## config.mk

```make
export PLATFORM = sky130hd
export DESIGN_NAME = refa_back
export DESIGN_NICKNAME = d
export VERILOG_FILES = /design/src/rtl/core/refa_pkg.sv /design/src/rtl/core/refa_back.sv
export SDC_FILE = /design/constraint.sdc
export NUM_CORES = 1
export LEC_CHECK = 0
export BUFFER_PORTS_ARGS = -buffer_cell sky130_fd_sc_hd__buf_2
export CORE_AREA = 5 5 116 118
export CTS_CLUSTER_DIAMETER = 60
export DETAILED_ROUTE_END_ITERATION = 16
export DIE_AREA = 0 0 121 123
export GPL_TIMING_DRIVEN = 0
export HOLD_SLACK_MARGIN = 0.12
export MAX_ROUTING_LAYER = met4
export PLACE_DENSITY_LB_ADDON = 0.12
export SETUP_SLACK_MARGIN = 0.5
export SYNTH_ARGS = -nofsm -noshare
export SYNTH_HDL_FRONTEND = slang
export SYNTH_SLANG_ARGS = --single-unit
```

## constraint.sdc

```tcl
create_clock -name i_clk -period 16.1 [get_ports i_clk]
set_input_delay 3.22 -clock i_clk [delete_from_list [all_inputs] [get_ports i_clk]]
set_output_delay 3.22 -clock i_clk [all_outputs]
set_load 0.01 [all_outputs]
```

## src/rtl/core/refa_pkg.sv

```systemverilog
// Shared types and constants of the ranging echo filtered average block.
`timescale 1ns / 1ps

package refa_pkg;

    // Field and state widths.
    localparam int DUR_W   = 20;
    localparam int X_W     = 23;
    localparam int MM_W    = 18;
    localparam int DIST_W  = 16;
    localparam int COUNT_W = 8;
    localparam int SUM_W   = 24;
    localparam int PROD_W  = 46;

    // Conversion to millimetres is floor(duration * 5 / 29).
    localparam int MM_NUM      = 5;
    localparam int MM_DEN      = 29;
    // The division by 29 is a multiplication by floor(2^28 / 29).
    localparam int RECIP_SHIFT = 28;
    localparam logic [23:0] RECIP_MUL = 24'd9256395;

    // Iterative divider for the series mean: one quotient bit a step.
    localparam int DIV_STEPS = SUM_W;
    localparam int STEP_W    = $clog2(DIV_STEPS);

    // Configuration port.
    localparam int CFG_INDEX_W = 1;
    localparam int CFG_DATA_W  = 16;
    localparam logic [CFG_INDEX_W-1:0] CFG_SAMPLE_COUNT    = 1'b0;
    localparam logic [CFG_INDEX_W-1:0] CFG_MAX_DISTANCE_MM = 1'b1;

    localparam logic [COUNT_W-1:0] SAMPLE_COUNT_RESET = 8'd3;
    localparam logic [DIST_W-1:0]  MAX_DISTANCE_RESET = 16'd4000;

    // Current configuration as seen by the front and back parts.
    typedef struct packed {
        logic [COUNT_W-1:0] sample_count;
        logic [DIST_W-1:0]  max_distance_mm;
    } t_cfg;

    // One classified sample; the distance is zero when the sample is rejected.
    typedef struct packed {
        logic              good;
        logic [DIST_W-1:0] mm;
    } t_sample;

    // Status of the sample queue.
    typedef struct packed {
        logic full;
        logic empty;
    } t_q_stat;

endpackage

```

## src/rtl/core/refa_back.sv

```systemverilog
// Back part: accumulates good samples, divides at the end of a series, holds the result.
`timescale 1ns / 1ps

module refa_back (
    input  logic                        i_clk,
    input  logic                        i_rst_n,
    input  refa_pkg::t_cfg              i_cfg,
    input  refa_pkg::t_sample           i_q_data,
    input  refa_pkg::t_q_stat           i_q_stat,
    output logic                        o_pop,
    output logic                        o_out_valid,
    input  logic                        i_out_ready,
    output logic [refa_pkg::DIST_W-1:0] o_mean_mm,
    output logic                        o_no_good_sample
);

    typedef enum logic [1:0] {
        ST_TAKE,
        ST_DIV,
        ST_EMIT
    } t_state;

    t_state                         r_state;
    logic [refa_pkg::COUNT_W-1:0]   r_seen;
    logic [refa_pkg::SUM_W-1:0]     r_sum;
    logic [refa_pkg::COUNT_W-1:0]   r_total;
    logic [refa_pkg::SUM_W-1:0]     r_work;
    logic [refa_pkg::COUNT_W-1:0]   r_div;
    logic [refa_pkg::COUNT_W-1:0]   r_rem;
    logic [refa_pkg::STEP_W-1:0]    r_step;
    logic                           r_none;
    logic                           r_out_valid;
    logic [refa_pkg::DIST_W-1:0]    r_out_dist;
    logic                           r_out_none;

    logic [refa_pkg::SUM_W-1:0]     n_sum;
    logic [refa_pkg::COUNT_W-1:0]   n_total;
    logic [refa_pkg::COUNT_W-1:0]   n_seen;
    logic [refa_pkg::COUNT_W-1:0]   w_need;
    logic                           w_end;
    logic [refa_pkg::COUNT_W:0]     w_rem_sh;
    logic                           w_ge;
    logic [refa_pkg::COUNT_W:0]     n_rem;

    // Series bookkeeping for the sample at the head of the queue.
    assign o_pop   = (r_state == ST_TAKE) && !i_q_stat.empty;
    assign n_sum   = r_sum + {{(refa_pkg::SUM_W - refa_pkg::DIST_W){1'b0}}, i_q_data.mm};
    assign n_total = r_total + refa_pkg::COUNT_W'(i_q_data.good);
    assign n_seen  = r_seen + 1'b1;
    assign w_need  = (i_cfg.sample_count == '0) ? refa_pkg::COUNT_W'(1)
                                                : i_cfg.sample_count;
    assign w_end   = (n_seen == '0) || (n_seen >= w_need);

    // One restoring division step.
    assign w_rem_sh = {r_rem, r_work[refa_pkg::SUM_W-1]};
    assign w_ge     = (w_rem_sh >= {1'b0, r_div});
    assign n_rem    = w_ge ? (w_rem_sh - {1'b0, r_div}) : w_rem_sh;

    assign o_out_valid      = r_out_valid;
    assign o_mean_mm        = r_out_dist;
    assign o_no_good_sample = r_out_none;

    // Sequencer, series state and output register.
    always_ff @(posedge i_clk) begin
        if (!i_rst_n) begin
            r_state     <= ST_TAKE;
            r_seen      <= '0;
            r_sum       <= '0;
            r_total     <= '0;
            r_out_valid <= 1'b0;
        end else begin
            // Outside the emit state an accepted result simply empties the output register.
            if (r_out_valid && i_out_ready && (r_state != ST_EMIT)) begin
                r_out_valid <= 1'b0;
            end
            unique case (r_state)
                ST_TAKE: begin
                    if (o_pop) begin
                        if (w_end) begin
                            r_seen  <= '0;
                            r_sum   <= '0;
                            r_total <= '0;
                            r_work  <= n_sum;
                            r_div   <= n_total;
                            r_rem   <= '0;
                            r_step  <= '0;
                            r_none  <= (n_total == '0);
                            r_state <= (n_total == '0) ? ST_EMIT : ST_DIV;
                        end else begin
                            r_seen  <= n_seen;
                            r_sum   <= n_sum;
                            r_total <= n_total;
                        end
                    end
                end
                ST_DIV: begin
                    r_rem  <= n_rem[refa_pkg::COUNT_W-1:0];
                    r_work <= {r_work[refa_pkg::SUM_W-2:0], w_ge};
                    r_step <= r_step + 1'b1;
                    if (r_step == refa_pkg::STEP_W'(refa_pkg::DIV_STEPS - 1)) begin
                        r_state <= ST_EMIT;
                    end
                end
                ST_EMIT: begin
                    if (!r_out_valid || i_out_ready) begin
                        r_out_valid <= 1'b1;
                        r_out_dist  <= r_work[refa_pkg::DIST_W-1:0];
                        r_out_none  <= r_none;
                        r_state     <= ST_TAKE;
                    end
                end
                default: begin
                    r_state <= ST_TAKE;
                end
            endcase
        end
    end

endmodule

```

Yosys cells after proc, flatten, opt, wreduce, memory -nomap -nowiden
Cells that the tools add are included.
Word-level totals
  word-level logic and storage cells: 67
  register bits after elaboration: 106
  input bits: 46
  output and inout bits: 19
Cells by class
  $lt $le $gt $ge: 2
  add/subtract/negate cells: 5
  muxes and demuxes: 23
  reduce and logical (&&, ||, !) cells: 17
  equality and inequality tests: 8
Operator list (number)
  $mux W24: 3
  $mux W8: 6
  $pmux W24 S2: 1
  $add A24 B16 Y24: 1
  $logic_not A8 Y1: 3
  $pmux W8 S2: 1
  $reduce_and A4 Y1: 3
  $mux W2: 5
  $mux W5: 2
  $ne A2 B2 Y1 const B: 5
  $pmux W5 S2: 1
  $ge A9 B8 Y1: 1
  $add A8 B1 Y8: 1
  $add A8 B1 Y8 const B: 1
  $ge A8 B8 Y1: 1
  $sub A8 B8 Y8: 1
  $pmux W2 S3: 1
  $add A5 B1 Y5 const B: 1
  $eq A5 B5 Y1 const B: 1
  $logic_and A1 B1 Y1: 3
  $mux W1: 3
  $reduce_and A3 Y1: 1
  $eq A2 B1 Y1 const B: 1
  $eq A2 B2 Y1 const B: 1
  other kinds (5): 7

Longest topological paths before layout
  depth in word-level cells: 7
  gate-level depth with buffers: 14
  mapped depth without buffers: 11

Worst setup path before layout
Ideal clock, no wire load.
  path kind: input port to flip-flop
  start: input i_cfg[20] in the netlist's numbering
  end: register r_rem[0] in the netlist's numbering (enable)
  slack: 8.643 ns
  stages on the path: 10
  buffers on the path: 1
  arrival: 6.979 ns
  data required time: 15.623 ns
  setup time: 0.477 ns
  path through: nor4_1 a41o_1 ha_1 nand2b_1 a31oi_1 o21ai_1 or2_0 clkbuf_1 a21oi_1 nor3_1
Between the ends
  word-level cells in the longest chain between the ends: 6
RTL lines
  start: declaration: RTL line refa_back.sv:7  | input refa_pkg::t_cfg i_cfg,
  $logic_not A8 Y1: RTL line refa_back.sv:50  | assign w_need = (i_cfg.sample_count == '0) ? refa_pkg::COUNT_W'(1)
  $mux W8 *: RTL line refa_back.sv:50
  $ge A8 B8 Y1 *: RTL line refa_back.sv:52  | assign w_end = (n_seen == '0) || (n_seen >= w_need);
  $logic_or A1 B1 Y1 *: RTL line refa_back.sv:52
  $ne A2 B2 Y1 (no source line) *
  $reduce_and A4 Y1 (no source line) *
  end signal: assignment: RTL line refa_back.sv:97  | r_rem <= n_rem[refa_pkg::COUNT_W-1:0];
  end: declaration: RTL line refa_back.sv:29  | logic [refa_pkg::COUNT_W-1:0] r_rem;
Mark *: on every way between the ends. The rest lies on a longest branch, timed or not.
A chain may end at the register's enable or synchronous reset.

Final worst setup path
  start: input i_q_stat[0] in the netlist's numbering
  end: output o_pop
Between the ends
  word-level cells in the longest chain between the ends: 2
RTL lines
  start: declaration: RTL line refa_back.sv:9  | input refa_pkg::t_q_stat i_q_stat,
  $logic_not A1 Y1: RTL line refa_back.sv:46  | assign o_pop = (r_state == ST_TAKE) && !i_q_stat.empty;
  $logic_and A1 B1 Y1: RTL line refa_back.sv:46
  end: declaration: RTL line refa_back.sv:10  | output logic o_pop,
Every way passes these cells.

==> metrics <==
slowest CP cell or3_1; Placement Rows 41; die area 14900 um2; Synth Flop Type edfxtp_1; Initial Utilization 0.495; Clock Power Share 0.362; P_leak 2.76 nW; Final ANT Viol Nets 0; cell with the most instances after synthesis edfxtp_1; PostCTS Resize Cnt 0; internal power roughly 460 uW; Least-Margin Pin Slew 1.10 ns; fillers 1135; TNS Setup 0 ns; Max clock buf depth 2; Synth async-reset ratio 0; power density over the cells 93.6 nW/um2; fraction of layout cells with a size suffix above 1 0.122; routed len/inst 17.3 um; Clock Sink Count 106; register area share after synthesis 0.450; Synth area leaders edfxtp_1 (31%), dfxtp_1 (14%), ha_1 (7.4%), nor2_1 (3.3%), nand2_1 (3.2%); post-synth top area share 0.309; Final Max Slew Viols 0; Via density 5.83; sw frac 0.287; CTS H-Tree Depth 3; CTS root buf clkbuf_16; Worst Hold Class reg2reg; area grow syn2layout 13.3%; first-pass iteration count of the detailed router 5; GPL Wtd Cong 0.905; vias in the first global route about 4700; top cell type by total area after synthesis edfxtp_1; Inserted Clock Buffers 9; Iter 0 DRT Violations 423; core box area 12400 um2; Arr. time, crit path 4.31 ns; status finished clean; Die W approximately 120 um; WP data required 12.88 ns; Seq cells post-synth around 110; postcts setup bufs 0; Comb pwr share 0.175; ant diodes 0; initial antenna violation count 0; first-pass GRT wire length about 24000 um; GRT Residual Overflow 0; Post-Synthesis Cells 640; syn nets about 720; Final period util 0.468; Period minus WS final ~7.5 ns; port buffer count 46; critical path launch point type input port; Final setup viols 0; total power 649 uW; Residual DRC 0; Total Routing Usage GR 0.216; cell mode on critical path buf_2; Hold Fails Final Rpt 0; drt total wl ~15000 um; delay-heaviest family, CP buffers and inverters; total number of vias 5119; Net Switching 186 uW; Ports 65; Crit Path Class in2out; Multi-input gate area 3140 um2; crit end category primary output; RSZ-0062 raised after global routing no; max-cap viol count 0; Yosys warning total 0; Distinct cells, synth 64; FMAX 0.133 GHz; total area of sequential cells 2750 um2; Die H between 100 and 150 um; CTS tree done; Mean Syn Cell Area 9.56 um2; worst path cell trace buf_2, or3_1, clkbuf_1, inv_1, buf_2; pin count of the biggest net entering global routing 20; worst-path fanout max 10; Post-synth top cells edfxtp_1 (63), nor2_1 (53), nand2_1 (52); Post-DP HPWL 11300 um; Final Skew 0.0105 ns; worst path buffer plus inverter count 4; Clk pin slew, worst setup/hold paths 0.07 ns; Sequential Power Share 0.463; CTS Hold Bufs 0; nets 785; slowest stage delay, CP 0.39 ns; clock latency at the later pin of the worst-skew pair 0.36 ns; worst vdd ir 0.0660 mV; synthesized cell area just over 6000 um2; Slew HR 0.260; number of synthesized flops with an enable pin between 60 and 70
-- flip-flops by register name (all words and copies together) (netlist names) --
| name | cells |
|---|---|
| r_none | 1 |
| r_seen | 8 |
| r_total | 8 |
| o_mean_mm | 16 |
| o_no_good_sample | 1 |
| r_div | 8 |
| r_state | 2 |
| r_step | 5 |
| r_work | 24 |
| r_rem | 8 |
| r_sum | 24 |
| o_out_valid | 1 |
-- power groups by stage --
stage | clock [mW] | sequential [mW] | combinational [mW]
global route | 0.251 | 0.301 | 0.125
detailed placement | 0 | 0.307 | 0.111
global placement | 0 | 0.306 | 0.109
finish | 0.235 | 0.300 | 0.113
CTS | 0.238 | 0.300 | 0.112
floorplan | 0 | 0.306 | 0.0793
-- cell usage in the layout, fill, tap and decap left out, drive strengths merged, types with 6 or more instances in the layout --
cell type  instances
nand4             16
o21a              17
xor2              16
nor2              53
buf               63
o211ai            11
nor3              15
and2              11
a21o              10
nand3             31
and3               8
clkbuf            28
dfxtp             43
nand3b             7
a22oi             15
o21ai             34
nand2             54
ha                36
edfxtp            63
xnor2             15
nand2b             6
a21oi             35
inv               33
or3                7
a31oi              9
-- cells by family after synthesis --
family / count (synthesis) / synth area share
flip-flops: 106 / 0.450
XOR/XNOR: 31 / 0.0444
AND/OR/NAND/NOR: 232 / 0.192
multiplexers: 5 / 0.00879
adder cells (fa/ha/maj): 38 / 0.0802
buffers and inverters: 61 / 0.0391
AO/OA/AOI/OAI: 167 / 0.186
-- final timing paths --
check                               from                endpoint  slack, ns  depth (start not counted)
setup reg to reg  r_seen[0]$_SDFFE_PN0P_      r_div[2]$_DFFE_PP_      12.01                         12
hold reg to reg      r_work[1]$_DFFE_PP_  o_mean_mm[1]$_DFFE_PP_       0.45                          0
hold / removal       r_work[1]$_DFFE_PP_  o_mean_mm[1]$_DFFE_PP_       0.45                          0
setup / recovery             i_q_stat[0]                   o_pop       8.57                          5
-- area by class of cell --
type / instances / share of cell area
multi-input cells: 473 / 0.453
flip-flops and latches: 106 / 0.397
repair buffers: 50 / 0.0403
clock buffers: 9 / 0.0325
well taps: 172 / 0.0311
plain buffers: 32 / 0.0188
inverters: 29 / 0.0157
clock inverters: 7 / 0.0117
-- metrics by stage --
| stage | hold slack, ns | instance area [um2] | setup WS (ns) | util | std cells |
|---|---|---|---|---|---|
| after CTS | 0.455 | 6930 | 8.57 | 0.560 | 878 |
| after global routing | 0.468 | 6930 | 8.52 | 0.560 | 878 |
| after floorplan | 0.400 | 6120 | 8.64 | - | 640 |
| final | 0.454 | 6930 | 8.57 | 0.560 | 878 |
| after detailed placement | 0.437 | 6620 | 8.58 | 0.536 | 862 |
| after global placement | 0.429 | 6560 | 6.88 | 0.531 | 858 |
-- routing by layer --
metal  GRT usage  share of wire  vias to the layer above
li1            -              -                     2505
met1       0.305           0.49                     2433
met2       0.319           0.44                      162
met3      0.0297          0.061                       19
met4      0.0779          0.018                        0
met5           -              0                        -
Power figures use the tool's default switching activity.
