### src/rtl/core/refa_pkg.sv
// Shared types and constants of the ranging echo filtered average block.
`timescale 1ns / 1ps

package refa_pkg;

    // Field and state widths.
    localparam int DUR_W   = 20;
    localparam int X_W     = 23;
    localparam int MM_W    = 18;
    localparam int DIST_W  = 16;
    localparam int COUNT_W = 8;
    localparam int SUM_W   = 24;
    localparam int PROD_W  = 46;

    // Conversion to millimetres is floor(duration * 5 / 29).
    localparam int MM_NUM      = 5;
    localparam int MM_DEN      = 29;
    // The division by 29 is a multiplication by floor(2^28 / 29).
    localparam int RECIP_SHIFT = 28;
    localparam logic [23:0] RECIP_MUL = 24'd9256395;

    // Iterative divider for the series mean: one quotient bit a step.
    localparam int DIV_STEPS = SUM_W;
    localparam int STEP_W    = $clog2(DIV_STEPS);

    // Configuration port.
    localparam int CFG_INDEX_W = 1;
    localparam int CFG_DATA_W  = 16;
    localparam logic [CFG_INDEX_W-1:0] CFG_SAMPLE_COUNT    = 1'b0;
    localparam logic [CFG_INDEX_W-1:0] CFG_MAX_DISTANCE_MM = 1'b1;

    localparam logic [COUNT_W-1:0] SAMPLE_COUNT_RESET = 8'd3;
    localparam logic [DIST_W-1:0]  MAX_DISTANCE_RESET = 16'd4000;

    // Current configuration as seen by the front and back parts.
    typedef struct packed {
        logic [COUNT_W-1:0] sample_count;
        logic [DIST_W-1:0]  max_distance_mm;
    } t_cfg;

    // One classified sample; the distance is zero when the sample is rejected.
    typedef struct packed {
        logic              good;
        logic [DIST_W-1:0] mm;
    } t_sample;

    // Status of the sample queue.
    typedef struct packed {
        logic full;
        logic empty;
    } t_q_stat;

endpackage

### src/rtl/core/refa_queue.sv
// Short queue of classified samples between the front and back parts.
`timescale 1ns / 1ps

module refa_queue #(
    parameter int DEPTH = 4
) (
    input  logic              i_clk,
    input  logic              i_rst_n,
    input  logic              i_push,
    input  refa_pkg::t_sample i_data,
    input  logic              i_pop,
    output refa_pkg::t_sample o_data,
    output refa_pkg::t_q_stat o_stat
);

    localparam int PTR_W = $clog2(DEPTH);
    localparam int CNT_W = $clog2(DEPTH + 1);

    refa_pkg::t_sample r_mem [DEPTH];
    logic [PTR_W-1:0]  r_wr_ptr;
    logic [PTR_W-1:0]  r_rd_ptr;
    logic [CNT_W-1:0]  r_count;

    logic w_do_push;
    logic w_do_pop;

    assign o_stat.full  = (r_count == CNT_W'(DEPTH));
    assign o_stat.empty = (r_count == '0);
    assign o_data       = r_mem[r_rd_ptr];
    assign w_do_push    = i_push & ~o_stat.full;
    assign w_do_pop     = i_pop & ~o_stat.empty;

    // Pointers and fill level.
    always_ff @(posedge i_clk) begin
        if (!i_rst_n) begin
            r_wr_ptr <= '0;
            r_rd_ptr <= '0;
            r_count  <= '0;
        end else begin
            if (w_do_push) begin
                r_wr_ptr <= (r_wr_ptr == PTR_W'(DEPTH - 1)) ? '0 : r_wr_ptr + 1'b1;
            end
            if (w_do_pop) begin
                r_rd_ptr <= (r_rd_ptr == PTR_W'(DEPTH - 1)) ? '0 : r_rd_ptr + 1'b1;
            end
            if (w_do_push && !w_do_pop) begin
                r_count <= r_count + 1'b1;
            end else if (w_do_pop && !w_do_push) begin
                r_count <= r_count - 1'b1;
            end
        end
    end

    // Storage.
    always_ff @(posedge i_clk) begin
        if (w_do_push) begin
            r_mem[r_wr_ptr] <= i_data;
        end
    end

endmodule

### config.mk
export PLATFORM = sky130hd
export DESIGN_NAME = refa_queue
export DESIGN_NICKNAME = d
export VERILOG_FILES = /design/src/rtl/core/refa_pkg.sv /design/src/rtl/core/refa_queue.sv
export SDC_FILE = /design/constraint.sdc
export NUM_CORES = 1
export LEC_CHECK = 0
export BUFFER_PORTS_ARGS = -buffer_cell sky130_fd_sc_hd__buf_4
export CAP_MARGIN = 20
export CORE_MARGIN = 5
export CORE_UTILIZATION = 50
export CTS_BUF_LIST = sky130_fd_sc_hd__clkbuf_8 sky130_fd_sc_hd__clkbuf_16
export CTS_CLUSTER_SIZE = 24
export DETAILED_ROUTE_END_ITERATION = 8
export PLACE_DENSITY = 0.72
export SETUP_SLACK_MARGIN = 0.05
export SLEW_MARGIN = 25
export SYNTH_ARGS = -nofsm -noshare
export SYNTH_HDL_FRONTEND = slang
export SYNTH_SLANG_ARGS = --single-unit
### constraint.sdc
create_clock -name i_clk -period 6.4 [get_ports i_clk]
set_input_delay 0.32 -clock i_clk [delete_from_list [all_inputs] [get_ports i_clk]]
set_output_delay 0.32 -clock i_clk [all_outputs]
set_load 0.03 [all_outputs]
== Yosys cells after proc, flatten, opt, wreduce, memory -nomap -nowiden ==
Memory sizes are Yosys's and may differ from the RTL's. A register that Yosys moved wholly into a read port is not among the register bits.
Index checks and enable logic that the tools add are counted.

* Register bits after elaboration: 7
* Bits in writable memories: 68
* Bits of input ports: 21
* Output and inout bits: 19
* Memories: 1
* Word-level logic and storage cells: 29

{| class="wikitable"
|+ Memories
! memory !! depth !! width !! read ports !! clocked after memory_dff !! write ports !! line !! RTL
|-
| r_mem || 4 || 17 || 1 || 1 || 1 || refa_queue.sv:19 || <nowiki>refa_pkg::t_sample r_mem [DEPTH];</nowiki>
|}

* Bitwise logic cells: 4
* Equality and inequality tests: 3
* Muxes and demuxes: 8
* Add/sub/neg operators: 4
* Reductions and logical operators: 6

{| class="wikitable"
|+ Operators by type and width
! cell !! count
|-
| 2-bit 2-to-1 mux || 4
|-
| 3-bit 2-to-1 mux || 2
|-
| 2-bit by 1-bit adder with 2-bit output (second input constant) || 2
|-
| 2-bit equality test (second input constant) || 2
|-
| 3-bit by 1-bit adder with 3-bit output (second input constant) || 1
|-
| 3-bit equality test (second input constant) || 1
|-
| 3-bit zero test || 1
|-
| 3-bit by 1-bit subtractor with 3-bit output (second input constant) || 1
|-
| 1-bit bitwise AND || 2
|-
| 1-bit logical AND || 2
|-
| 1-bit zero test || 2
|-
| 1-bit 2-to-1 mux || 2
|-
| 1-bit inverter || 2
|-
| 2-bit nonzero test || 1
|}

== Logic depth before layout (Yosys ltp) ==
Gate-level depths: netlist of run 1.

* Depth in word-level cells: 7
* Mapped depth: 9
* Mapped depth without buffers: 8

== Least setup slack after synthesis of run 1 ==
No wires, ideal clock.

* Path type: register to register
* Start: register r_count[1]
* End: register r_count[2]
* Slack: 4.299 ns
* Stages on the path, launching flop included: 10
* Arrival time: 2.025 ns
* Buffers on the path: 1
* Path through: dfxtp_1 -> nor3b_2 -> nor2b_1 -> buf_2 -> ha_1 -> inv_1 -> fa_1 -> xor2_1 -> or3_1 -> a21boi_0

{| class="wikitable"
|+ RTL lines
! element !! line !! RTL
|-
| start, declared || refa_queue.sv:22 || <nowiki>logic [CNT_W-1:0] r_count;</nowiki>
|-
| start signal, assigned || refa_queue.sv:47 || <nowiki>r_count <= r_count + 1'b1;</nowiki>
|-
| start signal, assigned || refa_queue.sv:49 || <nowiki>r_count <= r_count - 1'b1;</nowiki>
|}

== Final worst setup path of run 1 ==
* Start: register r_count[0]
* End: register r_count[2]

* Word-level cells in the longest chain between the ends: 6
* Elaborated cells on any way between the ends: 15
* Classes of those cells: 2 x add/sub; 1 x eq/ne; 2 x mux; 4 x bitwise; 6 x reduce/logical

{| class="wikitable"
|+ RTL lines
! element
|-
| parallel branches: the longest is 6 deep, another holds 3-bit by 1-bit subtractor with 3-bit output
|}

Parallel ways; which one is timed is not known. The select of a mux whose other input is x is not followed.
A chain may end at the register's enable or synchronous reset.

==> flow_metrics.env, run 1 <==
export IMPL_intPower_uw=929
export IMPL_clk_pin_slew_ns=0.07
export IMPL_report_final_slew_viol_count=0
export IMPL_final_area_mm2=0.00347
export IMPL_drv_cap=0
export IMPL_crit_arrival_ns=2.64
export IMPL_grt_overflow=0
export IMPL_io_pins=40
export IMPL_place_congestion=0.702
export IMPL_grt_max_degree=18
export IMPL_total_power_uw=1360
export IMPL_synth_cell_types=25
export IMPL_power_switching_uw=426
export IMPL_hold_ws_ns=0.185
export IMPL_rsz0062_at_grt="false"
export IMPL_multiInputGateArea_um2=689
export IMPL_cts_hold_fix_buffers=0
export IMPL_status="finished, final reports clean"
export IMPL_clock_power_share=0.215
export IMPL_clk_latency_ns=0.33
export IMPL_swShare=0.314
export IMPL_critPathCaptureType="register"
export IMPL_post_route_util=0.593
export IMPL_fin_crit_sh=0.373
export IMPL_ir_drop_mv=0.229
export IMPL_hold_viol=0
export IMPL_worst_slew_pin_slew_ns=0.905
export IMPL_cts_tree="built"
export IMPL_ctsResizeCount=0
export IMPL_cts_buffers=9
export IMPL_clk_path_buf_depth=2
export IMPL_startpoint_type="register"
export IMPL_die_w_um=87.1
export IMPL_post_drt_wl_per_cell_um=18.1
export IMPL_antenna_left=0
export IMPL_finalSetupTns_ns=0
export IMPL_pwr_density_cell_mw_per_mm2=391
export IMPL_dpl_instance_area_mm2=0.00331
export IMPL_syn_area_per_cell_um2=21.2
export IMPL_syn_num_nets=168
export IMPL_num_antenna_cells=0
export IMPL_ys_ff_latch=77
export IMPL_seqCellArea_mm2=0.00222
export IMPL_num_vias=1398
export IMPL_numClockSinks=77
export IMPL_drive_above_1_share=0.339
export IMPL_p_seq_frac=0.494
export IMPL_via_per_inst=5.30
export IMPL_drc=0
export IMPL_rows=28
export IMPL_clockRootBuffer="clkbuf_8"
export IMPL_cts_setup_buffers=0
export IMPL_antenna_found_initial=0
export IMPL_dieArea_mm2=0.00759
export IMPL_fp_dieH_um=87.1
export IMPL_timing_slew_headroom=0.397
export IMPL_cts_max_level=3
export IMPL_critPathKind="register to register"
export IMPL_drt_wl_total_mm=4.77
export IMPL_grt_pass1_wl_mm=7.46
export IMPL_synth_area_mm2=0.00297
export IMPL_max_freq_mhz=419
export IMPL_critPathMaxFanout=7
export IMPL_port_buffer_count=39
export IMPL_required_ns=6.65
export IMPL_nNetsFinal=212
export IMPL_fin_skew_ns=0.00508
export IMPL_setup_viol=0
export IMPL_combPwrFrac=0.290
export IMPL_dr_pass1_iters=4
export IMPL_dpl_hpwl_mm=3.15
export IMPL_min_path_type="input port to register"
export IMPL_start_util=0.508
export IMPL_leakagePower_uw=0.00122
export IMPL_most_common_layout_cells="68 x edfxtp_1, 39 x buf_4, 10 x mux4_2, 9 x clkbuf_8, 8 x dfxtp_1"
export IMPL_syn_inst=140
export IMPL_fin_crit_ns=2.38
export IMPL_drt_iter0_markers=63
export IMPL_track_usage=0.140
export IMPL_yosys_warnings=0
export IMPL_area_growth_pct=16.7
export IMPL_synth_seq_area_share=0.747
export IMPL_grt_pass1_vias=1460
export IMPL_num_fill_cells=416
export IMPL_layout_cells_most_common="edfxtp_1"
export IMPL_core_area_mm2=0.00585
registers in the layout, summed over array words and instances, names as in the netlist, named ones only:
register,flops
r_count,3
r_mem,68
r_rd_ptr,2
r_wr_ptr,2
critical path, cell delays in order, from the launching register on:
cell      delay (ns)
dfxtp_1         0.46
nor3b_2         0.10
nor2b_1         0.38
ha_1            0.28
inv_1           0.07
fa_1            0.38
xor2_1          0.16
or3_1           0.30
a21boi_0        0.18
power groups by stage:
stage | logic (uW) | clock network (uW) | registers (uW)
finish | 393 | 292 | 670
CTS | 401 | 304 | 673
floorplan | 312 | 0 | 644
detailed placement | 400 | 0 | 685
global placement | 389 | 0 | 677
global route | 418 | 324 | 682
synth_stat cells:
cell type / count / area [um2]
dfxtp_1: 9 / 180
edfxtp_1: 68 / 2040
nand2_1: 6 / 22.5
inv_1: 3 / 11.3
buf_6: 1 / 11.3
nor2b_1: 2 / 12.5
nor2_1: 2 / 7.51
buf_12: 1 / 20.0
mux4_2: 10 / 225
nor3b_2: 1 / 12.5
o31ai_1: 1 / 7.51
xnor2_1: 1 / 8.76
or3_1: 1 / 6.26
xor2_1: 1 / 8.76
nand3_1: 2 / 10.0
fa_1: 1 / 20.0
nor3_1: 1 / 5.00
clkbuf_1: 1 / 3.75
o21ai_0: 3 / 15.0
a21boi_0: 1 / 7.51
mux2i_1: 3 / 30.0
ha_1: 6 / 75.1
mux4_1: 7 / 184
buf_2: 3 / 15.0
and2_1: 5 / 31.3
area by class of cell:
cell class                      instances  share of cell area
Tap cell                               75              0.0271
Clock buffer                            9              0.0357
Timing Repair Buffer                   39              0.0844
Clock inverter                          7             0.00974
Inverter                                3             0.00325
Multi-Input combinational cell         54               0.199
Sequential cell                        77               0.641
logic make-up (layout without fill, tap and decap cells):
kind of cell / after synthesis / in the layout / share of synthesized area
DFF: 77 / 77 / 0.747
muxes: 20 / 20 / 0.148
and+or+nand+nor: 20 / 20 / 0.0362
buffers and inverters: 9 / 58 / 0.0206
adders and majority gates: 7 / 7 / 0.0320
AOI/OAI and AO/OA: 5 / 5 / 0.0101
xor gates and xnor gates: 2 / 2 / 0.00589
per-stage QoR:
stage / setup slack (ns) / cells
CTS: 4.00 / 264
floorplan: 4.30 / 140
detailed placement: 4.03 / 248
finish: 4.02 / 264
global route: 3.77 / 264
global placement: 4.15 / 248
worst paths after layout:
check / startpoint / end / slack [ns] / depth (start not counted)
max reg2reg: r_count[0]$_SDFFE_PN0P_ / r_count[2]$_SDFFE_PN0P_ / 4.02 / 8
min reg2reg: r_wr_ptr[1]$_SDFFE_PN0P_ / r_wr_ptr[1]$_SDFFE_PN0P_ / 0.52 / 2
min: i_data[3] / r_mem[0][3]$_DFFE_PP_ / 0.19 / 1
max: r_count[0]$_SDFFE_PN0P_ / r_count[2]$_SDFFE_PN0P_ / 4.02 / 8
metal layers:
metal / routed length, um / part of all wire / GRT usage
met5: 0 / 0 / 0
met4: 107 / 0.022 / 0.0921
met3: 192 / 0.040 / 0.0369
met2: 2720 / 0.57 / 0.245
met1: 1750 / 0.37 / 0.148
Note: power is estimated with default switching activity, not from simulation.
==> inputs of run 2 (changes only) <==
--- a/config.mk
+++ b/config.mk
@@ -12,7 +12,7 @@
 export CTS_BUF_LIST = sky130_fd_sc_hd__clkbuf_8 sky130_fd_sc_hd__clkbuf_16
 export CTS_CLUSTER_SIZE = 24
 export DETAILED_ROUTE_END_ITERATION = 8
-export PLACE_DENSITY = 0.72
+export PLACE_DENSITY = 0.75
 export SETUP_SLACK_MARGIN = 0.05
 export SLEW_MARGIN = 25
 export SYNTH_ARGS = -nofsm -noshare
==> constraint.sdc (replaced) <==
create_clock -name i_clk -period 2.14 [get_ports i_clk]
set_input_delay 0.107 -clock i_clk [delete_from_list [all_inputs] [get_ports i_clk]]
set_output_delay 0.107 -clock i_clk [all_outputs]
set_load 0.03 [all_outputs]
==> run 2 against run 1 <==
  * Sequential cell count is the same
  * Non-clock buffer count grew 28
  * Critical path depth is the same
  * Count of clock-buffer cells in the layout is the same
  * Sequential power grew to 2.9 times the previous value
  * Highest routed layer unchanged
  * Die area is the same
  * Clock power grew to 3.8 times the previous value
  * Largest cell class unchanged
  * Register-to-register slack lost 3.9 ns
  * Critical endpoint unchanged
==> flow_metrics.env, run 2 (synthesis results as in run 1) <==
export IMPL_cts_max_level=3
export IMPL_dr_pass1_iters=4
export IMPL_dpl_instance_area_mm2=0.00342
export IMPL_num_antenna_cells=0
export IMPL_fp_dieH_um=87.1
export IMPL_dieArea_mm2=0.00759
export IMPL_numClockSinks=77
export IMPL_max_freq_mhz=503
export IMPL_critPathKind="register to register"
export IMPL_hold_ws_ns=0.0735
export IMPL_startpoint_type="register"
export IMPL_gr_usage_met3=0.0341
export IMPL_slowest_delay_ns=0.37
export IMPL_critical_path_cell_chain="nor3b_4 > nor2b_2 > ha_2 > inv_1 > fa_1 > xor2_1 > or3_1 > a21boi_1"
export IMPL_post_drt_wl_per_cell_um=17.6
export IMPL_antenna_found_initial=0
export IMPL_clockRootBuffer="clkbuf_8"
export IMPL_num_fill_cells=384
export IMPL_io_pins=40
export IMPL_most_common_layout_cells="68 x edfxtp_1, 48 x buf_4, 17 x dlygate4sd3_1, 10 x mux4_2, 9 x clkbuf_8"
export IMPL_cts_tree="built"
export IMPL_top_register="r_mem"
export IMPL_use_met2=0.273
export IMPL_cts_buffers=9
export IMPL_multiInputGateArea_um2=714
export IMPL_drv_cap=0
export IMPL_critPathMaxFanout=5
export IMPL_start_util=0.508
export IMPL_total_power_uw=4450
export IMPL_hold_viol=0
export IMPL_area_growth_pct=28.8
export IMPL_clk_latency_ns=0.33
export IMPL_critPathCaptureType="register"
export IMPL_grt_max_degree=18
export IMPL_drive_above_1_share=0.369
export IMPL_layout_cells_most_common="edfxtp_1"
export IMPL_largest_reg_flops=68
export IMPL_rows=28
export IMPL_status="finished, final reports clean"
export IMPL_grt_pass1_wl_mm=8.40
export IMPL_leakagePower_uw=0.00138
export IMPL_clk_path_buf_depth=2
export IMPL_reg_largest_list="r_mem (68), r_count (3)"
export IMPL_drt_wl_total_mm=5.15
export IMPL_nNetsFinal=240
export IMPL_setup_viol=0
export IMPL_drt_iter0_markers=77
export IMPL_worst_slew_pin_slew_ns=0.324
export IMPL_critPathSlowestCell="fa_1"
export IMPL_fin_crit_sh=0.929
export IMPL_fin_skew_ns=0.00387
export IMPL_post_route_util=0.654
export IMPL_track_usage=0.153
export IMPL_core_area_mm2=0.00585
export IMPL_num_vias=1508
export IMPL_seqCellArea_mm2=0.00223
export IMPL_rsz0062_at_grt="false"
export IMPL_min_path_type="input port to register"
export IMPL_dpl_hpwl_mm=3.41
export IMPL_via_per_inst=5.16
export IMPL_grtUsageMet1=0.172
export IMPL_place_congestion=0.643
export IMPL_pwr_density_cell_mw_per_mm2=1160
export IMPL_clk_pin_slew_ns=0.07
export IMPL_antenna_left=0
export IMPL_port_buffer_count=39
export IMPL_drc=0
export IMPL_timing_slew_headroom=0.784
export IMPL_crit_arrival_ns=2.25
export IMPL_finalSetupTns_ns=0
export IMPL_required_ns=2.40
export IMPL_ir_drop_mv=0.687
export IMPL_report_final_slew_viol_count=0
export IMPL_fin_crit_ns=1.99
export IMPL_grt_pass1_vias=1669
export IMPL_top_usage_layer="met2"
export IMPL_grt_overflow=0
export IMPL_die_w_um=87.1
export IMPL_final_area_mm2=0.00383
==> run 2: routing by layer <==
layer  vias to the layer above  wire length, um
met4                         0               70
met1                       767             1980
met3                         8              209
met2                        28             2890
met5                         -                0
li1                        705                -
==> run 2: critical path: cells and delay by family, from the launching register on <==
family                     cells  cell delay [ns]
AOI/OAI and AO/OA              1             0.13
xor gates and xnor gates       1             0.16
and+or+nand+nor                3             0.65
adders and majority gates      2             0.57
DFF                            1             0.36
buffers and inverters          1             0.05
==> run 2: timing repair <==
action,4_1_cts,5_1_grt
pin swaps,0,1
endpoints found under the setup margin,1,1
hold buffers,17,0
gates cloned,0,0
setup buffers,0,1
endpoints found under the hold margin,68,0
resized for setup,6,4
==> run 2: final timing paths <==
| path | cells past startpoint | slack, ns | from | end |
|---|---|---|---|---|
| setup / recovery | 8 | 0.15 | r_count[2]$_SDFFE_PN0P_ | r_count[2]$_SDFFE_PN0P_ |
| hold / removal | 2 | 0.07 | i_rst_n | r_count[0]$_SDFFE_PN0P_ |
| setup reg to reg | 8 | 0.15 | r_count[2]$_SDFFE_PN0P_ | r_count[2]$_SDFFE_PN0P_ |
| hold reg to reg | 2 | 0.52 | r_wr_ptr[1]$_SDFFE_PN0P_ | r_wr_ptr[1]$_SDFFE_PN0P_ |
==> run 2: stage by stage <==
step | setup WS, ns | cells
after global routing | 0.0465 | 292
final | 0.152 | 292
after global placement | 0.183 | 258
after floorplan | 0.0545 | 140
after CTS | 0.0647 | 291
after detailed placement | -0.0513 | 258
==> run 2: area by class of cell <==
cell class,count,area share
Inverter,3,0.00294
Tap cell,75,0.0245
Multi-Input combinational cell,54,0.187
Timing Repair Buffer,67,0.149
Clock inverter,7,0.0212
Clock buffer,9,0.0324
Sequential cell,77,0.583
==> run 2: power by group <==
| part | internal (uW) | switching, uW | leakage [uW] |
|---|---|---|---|
| Combinational | 640 | 760 | 0.000575 |
| Clock | 640 | 468 | 0.000109 |
| Sequential | 1850 | 94.2 | 0.000699 |
| Total | 3130 | 1320 | 0.00138 |
